===== src/sv/rgbhsl_pkg.sv =====
// rgbhsl_pkg: shared types, widths, a multiply-by-3840 helper and the
// restoring-division step for the rgb to hsl converter pipeline. No dependencies.

package rgbhsl_pkg;

  localparam int CH_W      = 8;
  localparam int HUE_W     = 15;
  localparam int FRAC_W    = 16;
  localparam int QUO_W     = 16;
  localparam int DIV_STEPS = QUO_W;

  // one lane of a pipelined restoring divider: partial remainder, dividend
  // bits still to consume shifted out at the top, quotient bits shifted in
  typedef struct packed {
    logic [CH_W-1:0]  rem;
    logic [QUO_W-1:0] quo;
    logic [CH_W-1:0]  dvs;
  } div_lane_t;

  typedef struct packed {
    div_lane_t         hue;
    div_lane_t         sat;
    logic [FRAC_W-1:0] light;
    logic              gray;
  } pix_t;

  function automatic logic [23:0] mul3840(input logic [CH_W-1:0] v);
    // 3840 = 4096 - 256
    return {4'b0, v, 12'b0} - {8'b0, v, 8'b0};
  endfunction

  function automatic div_lane_t div_step(input div_lane_t l);
    logic [CH_W:0] rem_w;
    div_lane_t     o;
    rem_w = {l.rem, l.quo[QUO_W-1]};
    o.dvs = l.dvs;
    if (rem_w >= {1'b0, l.dvs}) begin
      o.rem = CH_W'(rem_w - {1'b0, l.dvs});
      o.quo = {l.quo[QUO_W-2:0], 1'b1};
    end else begin
      o.rem = rem_w[CH_W-1:0];
      o.quo = {l.quo[QUO_W-2:0], 1'b0};
    end
    return o;
  endfunction

endpackage


===== src/sv/rgbhsl_front.sv =====
// rgbhsl_front: first pipeline stage; finds max/min, lightness, and sets up
// the hue and saturation dividers. Depends on rgbhsl_pkg.

module rgbhsl_front
  import rgbhsl_pkg::*;
(
  input  logic            clk,
  input  logic            rst_n,
  input  logic            load,
  input  logic            vld_in,
  input  logic [CH_W-1:0] red,
  input  logic [CH_W-1:0] green,
  input  logic [CH_W-1:0] blue,
  output logic            vld_r,
  output pix_t            pix_r
);

  logic            vld_nxt;
  pix_t            pix_nxt;
  logic            mx_is_r;
  logic            mx_is_g;
  logic [CH_W-1:0] mx;
  logic [CH_W-1:0] mn;
  logic [CH_W-1:0] d;
  logic [CH_W:0]   s;
  logic [CH_W:0]   den_hi;
  logic [16:0]     light_w;
  logic [23:0]     m_d;
  logic [23:0]     num;
  logic [23:0]     sat_dvd;
  logic [CH_W-1:0] den;

  always_comb begin
    // ties go to red, then green
    mx_is_r = (red >= green) && (red >= blue);
    mx_is_g = !mx_is_r && (green >= blue);
    mx      = mx_is_r ? red : (mx_is_g ? green : blue);
    mn      = red;
    if (green < mn) mn = green;
    if (blue < mn) mn = blue;
    d       = mx - mn;
    s       = {1'b0, mx} + {1'b0, mn};
    light_w = {s, 8'b0} + {8'b0, s};
    m_d     = mul3840(d);

    if (mx_is_r) begin
      if (green >= blue) begin
        num = mul3840(green - blue);
      end else begin
        num = (m_d << 2) + (m_d << 1) - mul3840(blue - green);
      end
    end else if (mx_is_g) begin
      num = (m_d << 1) + mul3840(blue) - mul3840(red);
    end else begin
      num = (m_d << 2) + mul3840(red) - mul3840(green);
    end

    den_hi  = 9'd510 - s;
    den     = (s < 9'd255) ? s[CH_W-1:0] : den_hi[CH_W-1:0];
    sat_dvd = {d, 16'b0} - {16'b0, d};

    pix_nxt.hue   = '{rem: num[23:16], quo: num[15:0], dvs: d};
    pix_nxt.sat   = '{rem: sat_dvd[23:16], quo: sat_dvd[15:0], dvs: den};
    pix_nxt.light = light_w[16:1];
    pix_nxt.gray  = (d == '0);

    vld_nxt = load ? vld_in : vld_r;
  end

  always_ff @(posedge clk) begin
    if (!rst_n) begin
      vld_r <= 1'b0;
    end else begin
      vld_r <= vld_nxt;
    end
  end

  always_ff @(posedge clk) begin
    if (load) begin
      pix_r <= pix_nxt;
    end
  end

endmodule


===== src/sv/rgbhsl_div_stage.sv =====
// rgbhsl_div_stage: one register stage of the two pipelined restoring
// dividers, STEPS quotient bits per lane. Depends on rgbhsl_pkg.

module rgbhsl_div_stage
  import rgbhsl_pkg::*;
#(
  parameter int STEPS = 4
) (
  input  logic clk,
  input  logic rst_n,
  input  logic load,
  input  logic vld_in,
  input  pix_t pix_in,
  output logic vld_r,
  output pix_t pix_r
);

  logic vld_nxt;
  pix_t pix_nxt;

  always_comb begin
    pix_nxt = pix_in;
    for (int i = 0; i < STEPS; i++) begin
      pix_nxt.hue = div_step(pix_nxt.hue);
      pix_nxt.sat = div_step(pix_nxt.sat);
    end
    vld_nxt = load ? vld_in : vld_r;
  end

  always_ff @(posedge clk) begin
    if (!rst_n) begin
      vld_r <= 1'b0;
    end else begin
      vld_r <= vld_nxt;
    end
  end

  always_ff @(posedge clk) begin
    if (load) begin
      pix_r <= pix_nxt;
    end
  end

endmodule


===== src/sv/rgb_to_hsl_converter_core.sv =====
// rgb_to_hsl_converter_core: top level, front stage followed by a chain of
// divider stages. Depends on rgbhsl_pkg, rgbhsl_front and rgbhsl_div_stage.
//
//   channel | handshake            | payload
//   --------+----------------------+-------------------------------------------
//   input   | in_valid / in_ready  | in_red_in, in_green_in, in_blue_in
//   result  | out_valid / out_ready| out_hue_out, out_saturation_out,
//           |                      | out_lightness_out
//
// one front stage, then the 16-step restoring dividers for hue and saturation
// spread over the divider stages. one transaction per cycle is sustained while
// out_ready is high.
// reset clears every stage valid bit; payload registers are not reset.
// a stall at the output backs up only through full stages, so empty stages
// keep taking transactions; nothing is lost or repeated.

module rgb_to_hsl_converter_core
  import rgbhsl_pkg::*;
#(
  parameter int STEPS_PER_STAGE = 4
) (
  input  logic              clk,
  input  logic              rst_n,
  input  logic              in_valid,
  output logic              in_ready,
  input  logic [CH_W-1:0]   in_red_in,
  input  logic [CH_W-1:0]   in_green_in,
  input  logic [CH_W-1:0]   in_blue_in,
  output logic              out_valid,
  input  logic              out_ready,
  output logic [HUE_W-1:0]  out_hue_out,
  output logic [FRAC_W-1:0] out_saturation_out,
  output logic [FRAC_W-1:0] out_lightness_out
);

  localparam int NS = (DIV_STEPS + STEPS_PER_STAGE - 1) / STEPS_PER_STAGE;

  logic [NS:0] vld;
  logic [NS:0] adv;
  pix_t        pipe [NS:0];
  pix_t        last;

  // a stage may load when it is empty or its successor moves on
  always_comb begin
    adv[NS] = !vld[NS] || out_ready;
    for (int k = NS - 1; k >= 0; k--) begin
      adv[k] = !vld[k] || adv[k+1];
    end
  end

  assign in_ready = adv[0];

  rgbhsl_front u_front (
    .clk    (clk),
    .rst_n  (rst_n),
    .load   (adv[0]),
    .vld_in (in_valid),
    .red    (in_red_in),
    .green  (in_green_in),
    .blue   (in_blue_in),
    .vld_r  (vld[0]),
    .pix_r  (pipe[0])
  );

  // the last stage takes whatever steps are left over
  for (genvar k = 1; k <= NS; k++) begin : g_div
    rgbhsl_div_stage #(
      .STEPS ((k * STEPS_PER_STAGE <= DIV_STEPS) ? STEPS_PER_STAGE :
              DIV_STEPS - (k - 1) * STEPS_PER_STAGE)
    ) u_div (
      .clk    (clk),
      .rst_n  (rst_n),
      .load   (adv[k]),
      .vld_in (vld[k-1]),
      .pix_in (pipe[k-1]),
      .vld_r  (vld[k]),
      .pix_r  (pipe[k])
    );
  end

  assign last               = pipe[NS];
  assign out_valid          = vld[NS];
  // gray pixels have no hue and no saturation
  assign out_hue_out        = last.gray ? '0 : last.hue.quo[HUE_W-1:0];
  assign out_saturation_out = last.gray ? '0 : last.sat.quo;
  assign out_lightness_out  = last.light;

  a_empty_out_ready : assert property (@(posedge clk) disable iff (!rst_n)
    !out_valid |-> in_ready)
    else $error("input stalled while the output stage is empty");

  a_front_loads : assert property (@(posedge clk) disable iff (!rst_n)
    in_valid && in_ready |=> vld[0])
    else $error("accepted transaction did not reach the front stage");

  a_zero_sat_zero_hue : assert property (@(posedge clk) disable iff (!rst_n)
    out_valid && (out_saturation_out == '0) |-> (out_hue_out == '0))
    else $error("zero saturation with nonzero hue");

  a_hue_range : assert property (@(posedge clk) disable iff (!rst_n)
    out_valid |-> (out_hue_out < 15'd23040))
    else $error("hue beyond a full turn");

endmodule

===== config.mk =====
export PLATFORM = sky130hd
export DESIGN_NAME = rgb_to_hsl_converter_core
export DESIGN_NICKNAME = d
export VERILOG_FILES = /design/src/sv/rgbhsl_pkg.sv /design/src/sv/rgbhsl_front.sv /design/src/sv/rgbhsl_div_stage.sv /design/src/sv/rgb_to_hsl_converter_core.sv
export SDC_FILE = /design/constraint.sdc
export NUM_CORES = 1
export LEC_CHECK = 0
export BUFFER_PORTS_ARGS = -buffer_cell sky130_fd_sc_hd__buf_2
export CAP_MARGIN = 20
export CORE_MARGIN = 5
export CORE_UTILIZATION = 45
export CTS_CLUSTER_DIAMETER = 150
export DETAILED_ROUTE_END_ITERATION = 8
export SETUP_SLACK_MARGIN = 0.2
export SYNTH_ARGS = -nofsm -noshare
export SYNTH_HDL_FRONTEND = slang
export SYNTH_SLANG_ARGS = --single-unit
export TNS_END_PERCENT = 10

===== constraint.sdc =====
create_clock -name clk -period 14.5 [get_ports clk]
set_input_delay 0.725 -clock clk [delete_from_list [all_inputs] [get_ports clk]]
set_output_delay 0.725 -clock clk [all_outputs]
set_load 0.01 [all_outputs]

=== After elaboration in Yosys (flattened, before gate mapping) ===
Index checks and enable logic that the tools add are counted.

* Add/subtract/negate cells: 49
* Order comparisons: 38
* Muxes and demuxes: 42
* Reduce and logical (&&, ||, !) cells: 14

{| class="wikitable"
|+ Operators with widths
! operator !! number
|-
| two-way mux 24 bit || 33
|-
| greater-or-equal comparator 9 x 8 -> 1 bit || 32
|-
| subtractor 8 bit || 33
|-
| subtractor 20 x 16 -> 21 bit || 6
|-
| adder 24 bit || 3
|-
| subtractor 24 bit || 3
|-
| two-way mux 8 bit || 5
|-
| greater-or-equal comparator 8 bit || 3
|-
| subtractor 24 x 8 -> 24 bit || 1
|-
| adder 17 x 9 -> 17 bit || 1
|-
| less-than comparator 8 bit || 2
|-
| two-way mux 16 bit || 1
|-
| two-way mux 15 bit || 1
|-
| adder 8 x 8 -> 9 bit || 1
|-
| less-than comparator 9 x 8 -> 1 bit (second input constant) || 1
|-
| logical NOT 8 bit || 1
|-
| subtractor 8 bit (first input constant) || 1
|-
| logical NOT 1 bit || 6
|-
| logical OR 1 bit || 5
|-
| logical AND 1 bit || 2
|-
| two-way mux 1 bit || 2
|}

* Register bits after elaboration: 377
* Input bits: 28
* Output and inout port bits: 49
* Logic and storage cells: 184

=== Depth between registers and ports, before layout ===
* Word-level depth: 12
* Mapped depth: 44
* Gate-level depth less buffers: 40

=== Hierarchy ===
A second synthesis with hierarchy kept.

* Cells, all modules: 3427
* Area, all modules: 34630.7 um^2

{| class="wikitable"
|+ Modules (own cells, without submodules)
! module !! instances !! cells an instance !! area each (um^2) !! seq. area each (um^2)
|-
| rgbhsl_div_stage (g_div[1].u_div ...) || 2 || 553 || 6022.0 || 2452.4
|-
| rgbhsl_front || 1 || 1204 || 10407.5 || 2122.0
|-
| rgbhsl_div_stage (g_div[3].u_div) || 1 || 551 || 5959.5 || 2452.4
|-
| rgbhsl_div_stage (g_div[2].u_div) || 1 || 525 || 5954.5 || 2452.4
|-
| rgb_to_hsl_converter_core || 1 || 41 || 265.3 || 0.0
|}

=== Worst setup path after synthesis ===
OpenSTA, ideal clock, no wires.

* Path type: flip-flop to flip-flop
* Start point: register g_div[1].u_div.pix_r[50] (netlist bit)
* End point: register g_div[2].u_div.pix_r[75] (netlist bit), data pin
* Setup time: 261 ps
* Arrival: 8662 ps
* Required time: 14239 ps
* Setup slack: 5577 ps
* Stages on the path, launching flop included: 39
* Path buffers: 4
* Period minus slack after synthesis: 8923 ps
* Cells stage by stage: edfxtp_1 > inv_1 > ha_1 > nor2b_1 > o31ai_1 > a21oi_1 > o21ai_0 > clkbuf_1 > nand2_1 > o21ai_0 > ha_1 > nor2b_1 > o211ai_1 > a31oi_1 > o31ai_1 > and2_1 > clkbuf_1 > mux2i_1 > [... 3 more ...] > a311o_1 > a211oi_1 > o22a_1 > and2_1 > clkbuf_1 > clkbuf_1 > mux2_2 > inv_1 > ha_1 > nor2b_1 > o21ai_0 > a21oi_1 > o41ai_1 > o2bb2ai_1 > o21ai_0 > a21oi_1 > a31oi_2 > a221o_1

{| class="wikitable"
|+ RTL lines
! element !! RTL line !! text
|-
| start: declaration || rgbhsl_div_stage.sv:15 || <nowiki>output pix_t pix_r</nowiki>
|-
| start signal: assignment || rgbhsl_div_stage.sv:40 || <nowiki>pix_r <= pix_nxt;</nowiki>
|-
| end signal: assignment || rgbhsl_div_stage.sv:40 ||
|-
| end: declaration || rgbhsl_div_stage.sv:15 ||
|}

==> impl_metrics.prom <==
# TYPE chip_impl_metric gauge
chip_impl_metric{name="place.port_buffers",unit=""} 76
chip_impl_metric{name="clock-skew-final",unit="ns"} 0.02369
chip_impl_info{name="min-delay-path-class",value="flop to flop"} 1
chip_impl_metric{name="maxCapViolations",unit=""} 0
chip_impl_metric{name="fillers",unit=""} 6298
chip_impl_info{name="timing.critical_path.slowest_stage_cell",value="o21ai_0"} 1
chip_impl_metric{name="timing.max_slew.rel_slack",unit="%"} 26.51
chip_impl_metric{name="detail_route.drc_violations",unit=""} 0
chip_impl_metric{name="number_of_placed_instances_with_taps_included",unit=""} 4095
chip_impl_metric{name="postPlaceCellArea",unit="µm²"} 32330
chip_impl_metric{name="detailedRoute.firstIterationViolations",unit=""} 1490
chip_impl_metric{name="reg2reg_slack",unit="ns"} 3.67
chip_impl_metric{name="netlist_area",unit="µm²"} 31020
chip_impl_metric{name="timing.final.crit_period",unit="ns"} 10.83
chip_impl_info{name="run_status",value="finished, final reports clean"} 1
chip_impl_metric{name="synth_top_area_share",unit="%"} 32.14
chip_impl_metric{name="synthAdderAreaFrac",unit="%"} 19.90
chip_impl_metric{name="worstPathRequired",unit="ns"} 14.80
chip_impl_metric{name="postLayoutCellArea",unit="µm²"} 33710
chip_impl_metric{name="die_height",unit="µm"} 272.5
chip_impl_metric{name="number_of_synthesized_flops_with_an_enable_pin",unit=""} 332
chip_impl_metric{name="ctsHtreeMaxLevel",unit=""} 2
chip_impl_metric{name="fin_tns_setup",unit="ns"} 0
chip_impl_metric{name="std_cell_rows",unit=""} 96
chip_impl_metric{name="finish.net_count",unit=""} 3734
chip_impl_info{name="setup_repair_after_global_routing_missed_its_margin",value="no"} 1
chip_impl_metric{name="clock_latency_on_the_worst_skew_pair",unit="ns"} 0.57
chip_impl_metric{name="critical_path.max_fanout",unit=""} 17
chip_impl_metric{name="cts_post_setup_buffers_inserted",unit=""} 0
chip_impl_metric{name="worst_ep_arrival_time",unit="ns"} 11.13
chip_impl_metric{name="proportion_of_synthesized_flip_flops_having_asynchronous_set_or_reset",unit="%"} 0
chip_impl_info{name="synth_top_family_by_area",value="adder cells"} 1
chip_impl_metric{name="worst_tran_pin_value",unit="ns"} 1.099
chip_impl_info{name="endpoint_kind",value="flop"} 1
chip_impl_metric{name="final-instance-count-excl-fill",unit=""} 4168
chip_impl_metric{name="postSynthRegisterBits",unit=""} 337
chip_impl_info{name="ctsRootBufferMaster",value="clkbuf_16"} 1
chip_impl_metric{name="cts_num_sinks",unit=""} 337
chip_impl_metric{name="start_util",unit="%"} 45.30
chip_impl_metric{name="grt_first_pass_wirelength",unit="µm"} 129300
chip_impl_info{name="post-synth-top-area-cell",value="edfxtp_1"} 1
chip_impl_metric{name="grt_usage",unit="%"} 21.18
chip_impl_metric{name="synth-compound-area-share",unit="%"} 16.94
chip_impl_info{name="ys_top_cells_by_area",value="edfxtp_1 32%, ha_1 15%, xnor2_1 5.2%"} 1
chip_impl_metric{name="design.die.area",unit="µm²"} 74280
chip_impl_metric{name="timing_hold_violations_final",unit=""} 0
chip_impl_metric{name="post_cts.resized_instances",unit=""} 0
chip_impl_metric{name="layout-drive-gt1-share",unit="%"} 9.617
chip_impl_metric{name="cts_buffers",unit=""} 39
chip_impl_metric{name="timing.critical_path.slowest_cell_delay",unit="ns"} 0.56
chip_impl_metric{name="synth-xor-area-share",unit="%"} 7.528
chip_impl_info{name="clock_tree_from_tritoncts",value="built"} 1
chip_impl_metric{name="utilization",unit="%"} 49.24
chip_impl_metric{name="place_hpwl",unit="µm"} 63440
chip_impl_metric{name="syn_inst",unit=""} 3186
chip_impl_metric{name="simple_gate_share_of_the_synthesized_area",unit="%"} 13.57
chip_impl_metric{name="diodes",unit=""} 0
chip_impl_metric{name="post-route-period-util",unit="%"} 74.69
chip_impl_metric{name="design.portCount",unit=""} 77
chip_impl_info{name="synth_ff_type",value="edfxtp_1"} 1
chip_impl_metric{name="grt_antenna_before_repair",unit=""} 0
chip_impl_info{name="setup.worst_path.start_class",value="flop"} 1
chip_impl_metric{name="postSynthAreaPerCell",unit="µm²"} 9.735
chip_impl_metric{name="drv_slew",unit=""} 0
chip_impl_metric{name="register_area",unit="µm²"} 10070
chip_impl_metric{name="place_congestion",unit=""} 0.9559
chip_impl_metric{name="multi_input_comb_area",unit="µm²"} 19480
chip_impl_metric{name="multiplexer_fraction_of_the_synthesized_cell_area",unit="%"} 4.764
chip_impl_metric{name="yosys_warnings",unit=""} 0
chip_impl_metric{name="syn_to_final_growth",unit="%"} 8.697
chip_impl_metric{name="core_area",unit="µm²"} 68470
chip_impl_metric{name="postRouteAntennaNets",unit=""} 0
chip_impl_metric{name="wl_per_cell",unit="µm"} 19.14
chip_impl_metric{name="cts-root-to-sink-buffers",unit=""} 3
chip_impl_metric{name="synth.lib_cells_used.distinct",unit=""} 97
chip_impl_info{name="worst-setup-path-type",value="flop to flop"} 1
chip_impl_metric{name="postRouteWirelength",unit="µm"} 79760
chip_impl_metric{name="report.final.setup_viol",unit=""} 0
chip_impl_metric{name="fmaxAchievable",unit="MHz"} 92.34
chip_impl_metric{name="via_per_inst",unit=""} 5.800
chip_impl_metric{name="ctsHoldBuffers",unit=""} 0
chip_impl_metric{name="grt_start_max_net_pins",unit=""} 72
chip_impl_metric{name="die_width",unit="µm"} 272.5
chip_impl_metric{name="grt_pass1_vias",unit=""} 24590
chip_impl_metric{name="synth.yosys.seq_area_share",unit="%"} 32.47
chip_impl_metric{name="overflow",unit=""} 0
chip_impl_metric{name="synth_nets",unit=""} 3664
chip_impl_metric{name="vias",unit=""} 24180
chip_impl_metric{name="clk_pin_slew_worst_paths",unit="ns"} 0.06
chip_impl_metric{name="drtPass1Iterations",unit=""} 6
[Yosys cell counts (38+ instances only)]
cell / count
xor2_1: 79
a21o_1: 73
nand4_1: 38
nor3_1: 82
o21ai_0: 167
mux2i_1: 43
inv_1: 309
nand2_1: 152
fa_1: 68
o21a_1: 46
xnor2_1: 185
a21oi_1: 211
nand3_1: 64
edfxtp_1: 332
nor2b_1: 88
nor2_1: 212
nand2b_1: 45
ha_1: 382
mux2_2: 92
[layout by cell type (no fill, tap or decap), drive strengths merged, types with 25 or more instances in the layout]
cell / netlist / layout
a211oi: 30 / 30
a21o: 75 / 75
a21oi: 216 / 216
and2: 33 / 33
buf: 26 / 92
clkbuf: 37 / 43
edfxtp: 332 / 332
fa: 68 / 68
ha: 382 / 382
inv: 313 / 318
mux2: 93 / 93
mux2i: 43 / 43
nand2: 153 / 153
nand2b: 45 / 45
nand3: 64 / 64
nand4: 38 / 38
nor2: 212 / 212
nor2b: 89 / 89
nor3: 82 / 82
o211ai: 27 / 27
o21a: 46 / 46
o21ai: 170 / 170
o21bai: 35 / 35
or2: 25 / 25
or3: 29 / 29
xnor2: 185 / 185
xor2: 79 / 79
[flip-flops by register name (all words and copies together), names as in the netlist]
name / cells
u_front.pix_r: 70
u_front.vld_r: 1
g_div.u_div.vld_r: 4
g_div.u_div.pix_r: 262
[cells by family after synthesis]
kind of cell,Yosys count
flops,337
simple gates,831
buf+inv,378
xor+xnor,265
mux,136
compound gates,786
fa+ha+maj,453
[area by class of cell]
class / count / area share, %
multi-input cells: 2471 / 57.80
flip-flops and latches: 337 / 29.87
inverters: 315 / 3.507
well taps: 882 / 3.273
clock buffers: 43 / 2.939
repair buffers: 92 / 1.485
clock inverters: 28 / 1.132
[through the flow]
step | setup WS [ns] | hold slack (ns)
CTS | 3.822 | 0.3952
global placement | 3.902 | 0.4006
finish | 3.670 | 0.4053
floorplan | 5.577 | 0.4003
detailed placement | 3.832 | 0.4045
global route | 2.879 | 0.4187
[critical path, delay by kind of cell (launching register included)]
kind	cells	cell delay [ns]
compound gates	20	5.95
fa+ha+maj	4	1.21
buf+inv	3	0.67
flops	1	0.46
mux	2	0.87
simple gates	6	1.40
[per-layer routing]
metal / track usage, % / share of wire (%) / vias up
li1: - / - / 11770
met1: 27.91 / 45 / 11710
met2: 37.12 / 48 / 567
met3: 2.133 / 3.8 / 136
met4: 6.124 / 2.9 / 0
met5: 0 / 0 / -
[path summary, 6_finish.rpt]
path                                           start                                  to  depth (start not counted)
setup / recovery  g_div[1].u_div.pix_r[50]$_DFFE_PP_  g_div[2].u_div.pix_r[75]$_DFFE_PP_                         35
hold / removal     g_div[2].u_div.pix_r[0]$_DFFE_PP_   g_div[3].u_div.pix_r[0]$_DFFE_PP_                          0
setup reg to reg  g_div[1].u_div.pix_r[50]$_DFFE_PP_  g_div[2].u_div.pix_r[75]$_DFFE_PP_                         35
hold reg to reg    g_div[2].u_div.pix_r[0]$_DFFE_PP_   g_div[3].u_div.pix_r[0]$_DFFE_PP_                          0
Power is left out: the tool's default activity adds up to more than one toggle a clock period on the data nets, which glitch-free logic cannot reach.
